<file path="src/hdl/ps2kc_pkg.sv">
// ps2kc_pkg: types, command codes and reply bytes for the ps2 keyboard controller
// no dependencies; imported by ps2kc_fifo, ps2kc_ctrl and the core top level
`default_nettype none

package ps2kc_pkg;

   // access kind and port select codes
   localparam logic KIND_READ  = 1'b0;
   localparam logic KIND_WRITE = 1'b1;
   localparam logic PORT_DATA  = 1'b0;
   localparam logic PORT_CMD   = 1'b1;

   // controller commands
   localparam logic [7:0] CMD_GET_CONFIG   = 8'h20;
   localparam logic [7:0] CMD_SET_CONFIG   = 8'h60;
   localparam logic [7:0] CMD_AUX_OFF      = 8'ha7;
   localparam logic [7:0] CMD_AUX_ON       = 8'ha8;
   localparam logic [7:0] CMD_AUX_PORT_CHK = 8'ha9;
   localparam logic [7:0] CMD_CTRL_CHK     = 8'haa;
   localparam logic [7:0] CMD_KBD_PORT_CHK = 8'hab;
   localparam logic [7:0] CMD_KBD_OFF      = 8'had;
   localparam logic [7:0] CMD_KBD_ON       = 8'hae;
   localparam logic [7:0] CMD_READ_OUT     = 8'hd0;
   localparam logic [7:0] CMD_WRITE_OUT    = 8'hd1;
   localparam logic [7:0] CMD_WRITE_KBD    = 8'hd2;
   localparam logic [7:0] CMD_WRITE_AUXB   = 8'hd3;
   localparam logic [7:0] CMD_SEND_AUX     = 8'hd4;
   localparam logic [7:0] CMD_PULSE_FIRST  = 8'hf0;

   // keyboard commands
   localparam logic [7:0] KBD_RESET     = 8'hff;
   localparam logic [7:0] KBD_READ_ID   = 8'hf2;
   localparam logic [7:0] KBD_ECHO      = 8'hee;
   localparam logic [7:0] KBD_SET_LEDS  = 8'hed;
   localparam logic [7:0] KBD_SET_REP   = 8'hf3;
   localparam logic [7:0] KBD_SCAN_SET  = 8'hf0;

   // reply bytes
   localparam logic [7:0] RPL_ACK       = 8'hfa;
   localparam logic [7:0] RPL_BAT_OK    = 8'haa;
   localparam logic [7:0] RPL_ID_LO     = 8'hab;
   localparam logic [7:0] RPL_ID_HI     = 8'h83;
   localparam logic [7:0] RPL_SCAN_SET  = 8'h02;
   localparam logic [7:0] RPL_TEST_OK   = 8'h55;
   localparam logic [7:0] RPL_AUX_TEST  = 8'h01;
   localparam logic [7:0] RPL_ZERO      = 8'h00;

   // control byte and status byte
   localparam logic [7:0] CTR_RESET     = 8'h45;
   localparam logic [7:0] OUT_RESET     = 8'h03;
   localparam logic [7:0] CTR_AUX_DIS   = 8'h20;
   localparam logic [7:0] CTR_KBD_DIS   = 8'h10;
   localparam logic [7:0] STATUS_BASE   = 8'h14;
   localparam int         CTR_KBD_INT   = 0;
   localparam int         CTR_KBD_OFF   = 4;
   localparam int         STAT_OBF      = 0;
   localparam int         STAT_CMD_LAST = 3;

   typedef enum logic [2:0] {
      CTL_NONE  = 3'd0,
      CTL_WCTR  = 3'd1,
      CTL_WOUT  = 3'd2,
      CTL_WKBD  = 3'd3,
      CTL_WAUXB = 3'd4,
      CTL_WAUX  = 3'd5
   } ctl_op_type;

   typedef enum logic [1:0] {
      KOP_NONE = 2'd0,
      KOP_LEDS = 2'd1,
      KOP_REP  = 2'd2,
      KOP_SCAN = 2'd3
   } kbd_op_type;

   // request from the decoder to the reply fifo
   typedef struct packed {
      logic       flush;
      logic       pop;
      logic [1:0] n_push;
      logic [7:0] data0;
      logic [7:0] data1;
      logic [7:0] data2;
      logic       kbd;
   } fifo_cmd_type;

   // fifo view for the decoder
   typedef struct packed {
      logic       not_empty;
      logic [7:0] head_data;
      logic       nxt_not_empty;
      logic       nxt_head_kbd;
   } fifo_stat_type;

endpackage

`default_nettype wire

</file>
<file path="src/hdl/ps2kc_fifo.sv">
// ps2kc_fifo: reply fifo taking up to three pushes, one pop or a flush per request
// depends on ps2kc_pkg
`default_nettype none

module ps2kc_fifo import ps2kc_pkg::*; #(
   parameter int FIFO_DEPTH = 16
) (
   input  wire logic          clock,
   input  wire logic          reset,
   input  wire logic          step,
   input  wire fifo_cmd_type  cmd,
   output fifo_stat_type      stat
);

   localparam int AW = (FIFO_DEPTH > 1) ? $clog2(FIFO_DEPTH) : 1;
   localparam int CW = $clog2(FIFO_DEPTH + 1);
   localparam int SW = CW + 1;

   logic [7:0]    data_mem [FIFO_DEPTH];
   logic          kbd_mem  [FIFO_DEPTH];

   logic [AW-1:0] head_ff, head_in;
   logic [CW-1:0] count_ff, count_in;

   logic [CW-1:0] base_count;
   logic [2:0]    push_en;
   logic [AW-1:0] slot [3];
   logic [7:0]    push_data [3];
   logic [SW-1:0] sum [3];
   logic [AW-1:0] head_inc;
   logic [CW-1:0] n_acc;

   always_comb begin
      base_count   = cmd.flush ? '0 : count_ff;
      push_data[0] = cmd.data0;
      push_data[1] = cmd.data1;
      push_data[2] = cmd.data2;
      n_acc        = '0;
      for (int i = 0; i < 3; i++) begin
         push_en[i] = (2'(i) < cmd.n_push) &&
                      ((SW'(base_count) + SW'(i)) < SW'(FIFO_DEPTH));
         sum[i]     = SW'(head_ff) + SW'(base_count) + SW'(i);
         if (sum[i] >= SW'(FIFO_DEPTH)) begin
            sum[i] = sum[i] - SW'(FIFO_DEPTH);
         end
         slot[i]    = sum[i][AW-1:0];
         n_acc      = n_acc + CW'(push_en[i]);
      end
   end

   // head plus one with wrap
   assign head_inc = (SW'(head_ff) == SW'(FIFO_DEPTH - 1)) ? '0 : head_ff + AW'(1);

   always_comb begin
      head_in  = head_ff;
      count_in = base_count + n_acc;
      if (cmd.pop && (count_ff != '0)) begin
         head_in  = head_inc;
         count_in = count_ff - CW'(1);
      end
   end

   always_comb begin
      stat.not_empty     = (count_ff != '0);
      stat.head_data     = data_mem[head_ff];
      stat.nxt_not_empty = (count_in != '0);
      if (cmd.pop) begin
         stat.nxt_head_kbd = kbd_mem[head_inc];
      end else if (base_count == '0) begin
         stat.nxt_head_kbd = cmd.kbd;
      end else begin
         stat.nxt_head_kbd = kbd_mem[head_ff];
      end
   end

   always_ff @(posedge clock) begin
      if (reset) begin
         head_ff  <= '0;
         count_ff <= '0;
      end else if (step) begin
         head_ff  <= head_in;
         count_ff <= count_in;
      end
   end

   // entries carry no reset, only pushed entries are ever popped
   always_ff @(posedge clock) begin
      if (step) begin
         for (int i = 0; i < 3; i++) begin
            if (push_en[i]) begin
               data_mem[slot[i]] <= push_data[i];
               kbd_mem[slot[i]]  <= cmd.kbd;
            end
         end
      end
   end

endmodule

`default_nettype wire

</file>
<file path="src/hdl/ps2kc_ctrl.sv">
// ps2kc_ctrl: access decoder, controller and keyboard command state, interrupt line
// depends on ps2kc_pkg; drives the request side of ps2kc_fifo
`default_nettype none

module ps2kc_ctrl import ps2kc_pkg::*; (
   input  wire logic          clock,
   input  wire logic          reset,
   input  wire logic          step,
   input  wire logic          in_kind,
   input  wire logic          in_port_select,
   input  wire logic [7:0]    in_write_data,
   input  wire fifo_stat_type fstat,
   output fifo_cmd_type       fcmd,
   output logic [7:0]         out_read_data,
   output logic               out_irq_level,
   output logic               out_irq_rise,
   output logic               out_reset_request
);

   logic [7:0] ctrl_ff, ctrl_in;
   logic [7:0] outp_ff, outp_in;
   logic       last_cmd_ff, last_cmd_in;
   ctl_op_type cop_ff, cop_in;
   kbd_op_type kop_ff, kop_in;
   logic       irq_ff, irq_in;

   always_comb begin
      ctrl_in           = ctrl_ff;
      outp_in           = outp_ff;
      last_cmd_in       = last_cmd_ff;
      cop_in            = cop_ff;
      kop_in            = kop_ff;
      fcmd              = '0;
      out_read_data     = '0;
      out_reset_request = 1'b0;

      if (in_kind == KIND_READ) begin
         if (in_port_select == PORT_DATA) begin
            fcmd.pop = fstat.not_empty;
            if (fstat.not_empty) begin
               out_read_data = fstat.head_data;
            end
         end else begin
            out_read_data                = STATUS_BASE;
            out_read_data[STAT_CMD_LAST] = last_cmd_ff;
            out_read_data[STAT_OBF]      = fstat.not_empty;
         end
      end else if (in_port_select == PORT_DATA) begin
         last_cmd_in = 1'b0;
         cop_in      = CTL_NONE;
         unique case (cop_ff)
            CTL_WCTR: ctrl_in = in_write_data;
            CTL_WOUT: begin
               outp_in           = in_write_data;
               out_reset_request = ~in_write_data[0];
            end
            CTL_WKBD: begin
               fcmd.n_push = 2'd1;
               fcmd.data0  = in_write_data;
               fcmd.kbd    = 1'b1;
            end
            CTL_WAUXB: begin
               fcmd.n_push = 2'd1;
               fcmd.data0  = in_write_data;
            end
            CTL_WAUX: ;
            default: begin
               // byte goes to the keyboard
               fcmd.kbd   = 1'b1;
               fcmd.data0 = RPL_ACK;
               fcmd.n_push = 2'd1;
               if (kop_ff != KOP_NONE) begin
                  kop_in = KOP_NONE;
                  if ((kop_ff == KOP_SCAN) && (in_write_data == 8'h00)) begin
                     fcmd.n_push = 2'd2;
                     fcmd.data1  = RPL_SCAN_SET;
                  end
               end else begin
                  unique case (in_write_data)
                     KBD_RESET: begin
                        fcmd.n_push = 2'd2;
                        fcmd.data1  = RPL_BAT_OK;
                     end
                     KBD_READ_ID: begin
                        fcmd.n_push = 2'd3;
                        fcmd.data1  = RPL_ID_LO;
                        fcmd.data2  = RPL_ID_HI;
                     end
                     KBD_ECHO:     fcmd.data0 = KBD_ECHO;
                     KBD_SET_LEDS: kop_in = KOP_LEDS;
                     KBD_SET_REP:  kop_in = KOP_REP;
                     KBD_SCAN_SET: kop_in = KOP_SCAN;
                     default: ;
                  endcase
               end
            end
         endcase
      end else begin
         // controller command, always flushes the replies
         last_cmd_in = 1'b1;
         fcmd.flush  = 1'b1;
         unique case (in_write_data)
            CMD_GET_CONFIG: begin
               fcmd.n_push = 2'd1;
               fcmd.data0  = ctrl_ff;
            end
            CMD_SET_CONFIG: cop_in = CTL_WCTR;
            CMD_WRITE_OUT:  cop_in = CTL_WOUT;
            CMD_WRITE_KBD:  cop_in = CTL_WKBD;
            CMD_WRITE_AUXB: cop_in = CTL_WAUXB;
            CMD_SEND_AUX:   cop_in = CTL_WAUX;
            CMD_AUX_OFF:    ctrl_in = ctrl_ff | CTR_AUX_DIS;
            CMD_AUX_ON:     ctrl_in = ctrl_ff & ~CTR_AUX_DIS;
            CMD_AUX_PORT_CHK: begin
               fcmd.n_push = 2'd1;
               fcmd.data0  = RPL_AUX_TEST;
            end
            CMD_CTRL_CHK: begin
               fcmd.n_push = 2'd1;
               fcmd.data0  = RPL_TEST_OK;
            end
            CMD_KBD_PORT_CHK: begin
               fcmd.n_push = 2'd1;
               fcmd.data0  = RPL_ZERO;
            end
            CMD_KBD_OFF:    ctrl_in = ctrl_ff | CTR_KBD_DIS;
            CMD_KBD_ON:     ctrl_in = ctrl_ff & ~CTR_KBD_DIS;
            CMD_READ_OUT: begin
               fcmd.n_push = 2'd1;
               fcmd.data0  = outp_ff;
            end
            default: begin
               // pulse command with the reset line bit low
               out_reset_request = (in_write_data >= CMD_PULSE_FIRST) & ~in_write_data[0];
            end
         endcase
      end
   end

   // line follows the head byte after the access; a pop drops it first
   assign irq_in        = fstat.nxt_not_empty & fstat.nxt_head_kbd &
                          ctrl_in[CTR_KBD_INT] & ~ctrl_in[CTR_KBD_OFF];
   assign out_irq_level = irq_in;
   assign out_irq_rise  = irq_in & (fcmd.pop | ~irq_ff);

   always_ff @(posedge clock) begin
      if (reset) begin
         ctrl_ff     <= CTR_RESET;
         outp_ff     <= OUT_RESET;
         last_cmd_ff <= 1'b0;
         cop_ff      <= CTL_NONE;
         kop_ff      <= KOP_NONE;
         irq_ff      <= 1'b0;
      end else if (step) begin
         ctrl_ff     <= ctrl_in;
         outp_ff     <= outp_in;
         last_cmd_ff <= last_cmd_in;
         cop_ff      <= cop_in;
         kop_ff      <= kop_in;
         irq_ff      <= irq_in;
      end
   end

endmodule

`default_nettype wire

</file>
<file path="src/hdl/ps2_keyboard_controller_core.sv">
// ps2_keyboard_controller_core: top level of the ps2 keyboard controller
// depends on ps2kc_pkg, ps2kc_fifo and ps2kc_ctrl
//
//  channel  direction  handshake            payload
//  req_     in         req_valid/req_ready  kind, port_select, write_data
//  rsp_     out        rsp_valid/rsp_ready  read byte, irq line, irq_rise, reset_request
//
// a request is held in an input register, decoded and applied to the state, and
// its response lands in the output register; one request per cycle sustained while
// responses are taken, the single decode-and-update pass sets this
// synchronous active high reset restores the control byte, output port, pending
// commands and empties the reply fifo; fifo entries carry no reset
// a stalled response holds the output register and the input register keeps
// taking a new request while its occupant can move into the output register
`default_nettype none

module ps2_keyboard_controller_core import ps2kc_pkg::*; #(
   parameter int FIFO_DEPTH = 16
) (
   input  wire logic       clock,
   input  wire logic       reset,
   input  wire logic       req_valid,
   output logic            req_ready,
   input  wire logic       req_kind,
   input  wire logic       req_port_select,
   input  wire logic [7:0] req_write_data,
   output logic            rsp_valid,
   input  wire logic       rsp_ready,
   output logic [7:0]      rsp_read_data,
   output logic            rsp_irq_level,
   output logic            rsp_irq_rise,
   output logic            rsp_reset_request
);

   // input register
   logic       in_vld_ff;
   logic       kind_ff;
   logic       port_ff;
   logic [7:0] wdata_ff;

   // output register
   logic       out_vld_ff;
   logic [7:0] rdata_ff, rdata_in;
   logic       irq_lvl_ff, irq_lvl_in;
   logic       irq_rise_ff, irq_rise_in;
   logic       rst_req_ff, rst_req_in;

   logic          step;
   fifo_cmd_type  fcmd;
   fifo_stat_type fstat;

   // request in the input register moves on when the output side has room
   assign step      = in_vld_ff & (~out_vld_ff | rsp_ready);
   assign req_ready = ~in_vld_ff | step;

   always_ff @(posedge clock) begin
      if (reset) begin
         in_vld_ff <= 1'b0;
      end else if (req_ready) begin
         in_vld_ff <= req_valid;
      end
   end

   always_ff @(posedge clock) begin
      if (req_valid && req_ready) begin
         kind_ff  <= req_kind;
         port_ff  <= req_port_select;
         wdata_ff <= req_write_data;
      end
   end

   ps2kc_ctrl u_ctrl (
      .clock             (clock),
      .reset             (reset),
      .step              (step),
      .in_kind           (kind_ff),
      .in_port_select    (port_ff),
      .in_write_data     (wdata_ff),
      .fstat             (fstat),
      .fcmd              (fcmd),
      .out_read_data     (rdata_in),
      .out_irq_level     (irq_lvl_in),
      .out_irq_rise      (irq_rise_in),
      .out_reset_request (rst_req_in)
   );

   ps2kc_fifo #(
      .FIFO_DEPTH (FIFO_DEPTH)
   ) u_fifo (
      .clock (clock),
      .reset (reset),
      .step  (step),
      .cmd   (fcmd),
      .stat  (fstat)
   );

   // response register, cleared once taken unless a new one arrives
   always_ff @(posedge clock) begin
      if (reset) begin
         out_vld_ff <= 1'b0;
      end else if (step) begin
         out_vld_ff <= 1'b1;
      end else if (rsp_ready) begin
         out_vld_ff <= 1'b0;
      end
   end

   always_ff @(posedge clock) begin
      if (step) begin
         rdata_ff    <= rdata_in;
         irq_lvl_ff  <= irq_lvl_in;
         irq_rise_ff <= irq_rise_in;
         rst_req_ff  <= rst_req_in;
      end
   end

   assign rsp_valid         = out_vld_ff;
   assign rsp_read_data     = rdata_ff;
   assign rsp_irq_level     = irq_lvl_ff;
   assign rsp_irq_rise      = irq_rise_ff;
   assign rsp_reset_request = rst_req_ff;

endmodule

`default_nettype wire

</file>
<file path="config.mk">
export PLATFORM = sky130hd
export DESIGN_NAME = ps2_keyboard_controller_core
export DESIGN_NICKNAME = d
export VERILOG_FILES = /design/src/hdl/ps2kc_pkg.sv /design/src/hdl/ps2kc_fifo.sv /design/src/hdl/ps2kc_ctrl.sv /design/src/hdl/ps2_keyboard_controller_core.sv
export SDC_FILE = /design/constraint.sdc
export NUM_CORES = 1
export LEC_CHECK = 0
export ABC_AREA = 1
export BUFFER_PORTS_ARGS = -buffer_cell sky130_fd_sc_hd__buf_2
export CAP_MARGIN = 15
export CORE_MARGIN = 5
export CORE_UTILIZATION = 45
export CTS_BUF_LIST = sky130_fd_sc_hd__clkbuf_4 sky130_fd_sc_hd__clkbuf_8
export DETAILED_ROUTE_END_ITERATION = 12
export PLACE_DENSITY = 0.63
export SETUP_SLACK_MARGIN = 0.2
export SLEW_MARGIN = 20
export SYNTH_ARGS = -nofsm -noshare
export SYNTH_HDL_FRONTEND = slang
export SYNTH_SLANG_ARGS = --single-unit
</file>
<file path="constraint.sdc">
create_clock -name clock -period 11.01 [get_ports clock]
set_input_delay 0.5505 -clock clock [delete_from_list [all_inputs] [get_ports clock]]
set_output_delay 0.5505 -clock clock [all_outputs]
set_load 0.005 [all_outputs]
</file>
==> metrics.md <==
| Metric | Value |
|---|---|
| Status | `completed` |
| Tmin final | `4.56 ns` |
| Max capacitance violation total | `0` |
| Top Metal Used | `met4` |
| Net Count, Synth | `1664` |
| Maximum buffer depth of the clock tree | `3` |
| Num Clock Sinks | `203` |
| Worst Skew | `about 0.029 ns` |
| First-pass GRT wire length | `58700 microns` |
| Syn Std Cell Area | `0.0115 sq mm` |
| Worst EP required | `11.25 ns` |
| # IOs | `27` |
| Hold Path Sink | `wdata_ff[7]` |
| Post-CTS Repair Setup Buffers | `0` |
| Share of cells above drive strength 1 | `9.61%` |
| Final ANT Viol Nets | `0` |
| Worst R2R Start | `port_ff` |
| Post-synthesis simple-gate area fraction | `34.8%` |
| Wl on met1 | `16500 microns` |
| Mean Syn Cell Area | `7.00 sq um` |
| Yosys cell types | `45` |
| Fillers | `2574` |
| XOR/XNOR share of the synthesized area | `0.382%` |
| Ant. Diodes | `0` |
| Fmax | `219 MHz` |
| Kind of start point of the critical path | `flop` |
| Worst vdd ir | `0.0760 mV` |
| Setup TNS | `0 ns` |
| # H-tree levels | `2` |
| CP Class | `reg2reg` |
| CTS tree | `built` |
| Routed length per instance | `~19 microns` |
| Post-DP HPWL | `27300 microns` |
| Vias in the first global route | `10532` |
| WL met3 | `3860 microns` |
| Register area share after synthesis | `between 40% and 50%` |
| Syn Inst Count | `1639` |
| Min-Delay Startpoint | `req_write_data[7]` |
| Tcrit/Tclk final | `41.4%` |
| Row cnt | `58` |
| Pwr/cell area | `approximately 140 mW/mm^2` |
| Clk_lat worst skew | `0.54 ns` |
| Measured slew at the worst slew-check pin | `1.15 ns` |
| Drt drc | `0` |
| Ys async rst share | `0%` |
| CP Capture Type | `flop` |
| First-pass detailed-route iteration total | `6` |
| Max_slew headroom | `between 20% and 30%` |
| Tightest Hold Check Type | `in2reg` |
| Post-synth EDFFs | `85` |
| Grt total ovfl | `0` |
| Endpoints failing hold | `0` |
| R2R cell count | `14` |
| Synth Area in Adders | `under 10%` |
| Length of routed met2 wiring | `15600 microns` |
| Clock-pin slew on the worst setup and hold paths | `about 0.06 ns` |
| Hold buffers post-CTS | `0` |
| DIE WIDTH | `approximately 170 microns` |
| Mux cell area share after synthesis | `0%` |
| Largest net degree at the start of global routing | `74` |
| Synth warnings | `0` |
| Post-layout nets | `1683` |
| Crit path max fanout | `12` |
| DR vias/cell | `5.63` |
| Total number of vias | `around 11000` |
| Initial antenna violation count | `0` |
| R2r setup slk | `6.45 ns` |
| Worst hold stages | `1` |
| Setup violators final | `0` |
| Initial Util | `between 40% and 50%` |
| Global placer's final weighted congestion | `1.01` |
| Num CTS Buffers | `38` |
| GR Util All Layers | `25.9%` |
| Violation count after the first detailed-route iteration | `around 1400` |
| Post-CTS Resized | `0` |
| Core area | `0.0251 sq mm` |
| Critical Path AT | `4.80 ns` |
| Synthesis-stage register bit count | `203` |
| Ys flop type | `dfxtp_1` |
| FF-to-FF End | `u_fifo.data_mem[4][0]` |
| Max-slew violation count | `0` |
| Core Util, Final | `50.3%` |
| Cell leakage power | `~5.8 nW` |
| Port buffer count | `26` |
| Complex-gate fraction of the synthesized area | `between 10% and 20%` |
| Die area | `0.0288 sq mm` |
| Routed WL | `about 37000 microns` |
| Root buf cell | `clkbuf_8` |
| Die height | `roughly 170 microns` |
| Largest family of logic cells by synthesized area | `simple AND/OR/NAND/NOR gates` |
| Area Overhead vs Synth | `10.2%` |
| Unrepaired setup endpoints after global routing | `false` |
-- worst max-delay path, stage by stage (launching register included) --
cell      delay [ns]
edfxtp_1        0.51
nand2_2         0.23
inv_1           0.12
nor2_1          0.31
inv_1           0.11
fa_1            0.57
nor2_2          0.40
inv_2           0.17
xor2_1          0.32
inv_1           0.10
nor2_1          0.68
nand2_1         0.26
nand2_1         0.21
inv_2           0.07
nand2_1         0.16
-- registers in the layout (all words and copies together) (netlist names), 2 cells and up, named ones only --
signal and flops:
u_fifo.data_mem 128, u_fifo.kbd_mem 16, rsp_read_data 8, u_ctrl.ctrl_ff 8, u_ctrl.outp_ff 8, wdata_ff 8, u_fifo.count_ff 5, u_fifo.head_ff 4
u_ctrl.cop_ff 3, u_ctrl.kop_ff 2
-- cells by family (layout without fill, tap and decap cells) --
kind of cell    after synthesis  in the layout
compound gates              297            297
flops                       203            203
fa+ha+maj                    11             11
simple gates                933            933
buf+inv                     190            236
xor+xnor                      5              5
-- per-stage QoR --
step	setup WS, ns	cells	cell area (sq um)	power (mW)	hold slack, ns
6_report	6.45	2015	12600	1.75	0.178
3_3_place_gp	6.70	1948	11800	1.01	0.448
4_1_cts	6.53	2015	12600	1.76	0.163
3_5_place_dp	6.55	1948	11800	1.01	0.452
2_1_floorplan	7.52	1639	11500	0.954	0.430
5_1_grt	6.07	2015	12600	1.82	0.167
-- how the worst max path moves through the flow --
stage | start | endpoint | slack [ns] | depth (start not counted)
floorplan | wdata_ff[4] | rsp_irq_rise | 7.52 | 19
global placement | port_ff | u_fifo.kbd_mem[4] | 6.70 | 14
detailed placement | port_ff | u_fifo.kbd_mem[4] | 6.55 | 14
CTS | port_ff | u_fifo.kbd_mem[4] | 6.53 | 14
global route | port_ff | u_fifo.kbd_mem[4] | 6.07 | 14
finish | port_ff | u_fifo.data_mem[4][0] | 6.45 | 14
-- cell type report --
class	instances	area, sq um	share of cell area (%)
Timing Repair Buffer	35	198	1.57
Sequential cell	203	4920	38.9
Clock buffer	58	754	5.97
Multi-Input combinational cell	1246	5800	45.9
Tap cell	330	413	3.27
Inverter	134	503	3.98
Clock inverter	9	43.8	0.347
-- layer usage --
| metal | up-vias | track usage, % |
|---|---|---|
| li1 | 5532 | - |
| met5 | - | 0 |
| met2 | 535 | 38.3 |
| met1 | 5187 | 37.0 |
| met4 | 0 | 9.80 |
| met3 | 98 | 5.82 |
-- synthesized netlist by cell type (10+ instances only) --
master | n | area, sq um
a21oi_1 | 108 | 541
o22ai_1 | 32 | 200
o21ai_1 | 16 | 80.1
edfxtp_1 | 85 | 2550
dfxtp_1 | 118 | 2360
nand2_1 | 529 | 1990
nand4_1 | 36 | 225
o21ai_0 | 112 | 561
clkbuf_1 | 37 | 139
nor2_1 | 186 | 698
inv_2 | 23 | 86.3
inv_1 | 109 | 409
nand3_1 | 136 | 681
nor2_2 | 11 | 68.8
o221ai_1 | 10 | 87.6
-- where the power goes --
part | leakage (nW) | switching [mW] | internal, mW | total [mW]
Combinational | 3.55 | 0.128 | 0.0493 | 0.178
Sequential | 1.83 | 0.0154 | 0.803 | 0.819
Clock | 0.423 | 0.319 | 0.436 | 0.755
-- cells in the final DEF, fill, tap and decap left out, drive strengths merged, types with 35 or more instances in the layout --
| cell | Yosys | routed |
|---|---|---|
| nand2 | 535 | 535 |
| edfxtp | 85 | 85 |
| nor2 | 199 | 199 |
| inv | 132 | 133 |
| clkbuf | 38 | 58 |
| nand3 | 137 | 137 |
| o21ai | 130 | 130 |
| dfxtp | 118 | 118 |
| a21oi | 110 | 110 |
| buf | 18 | 35 |
| nand4 | 47 | 47 |
Power figures use the tool's default switching activity.
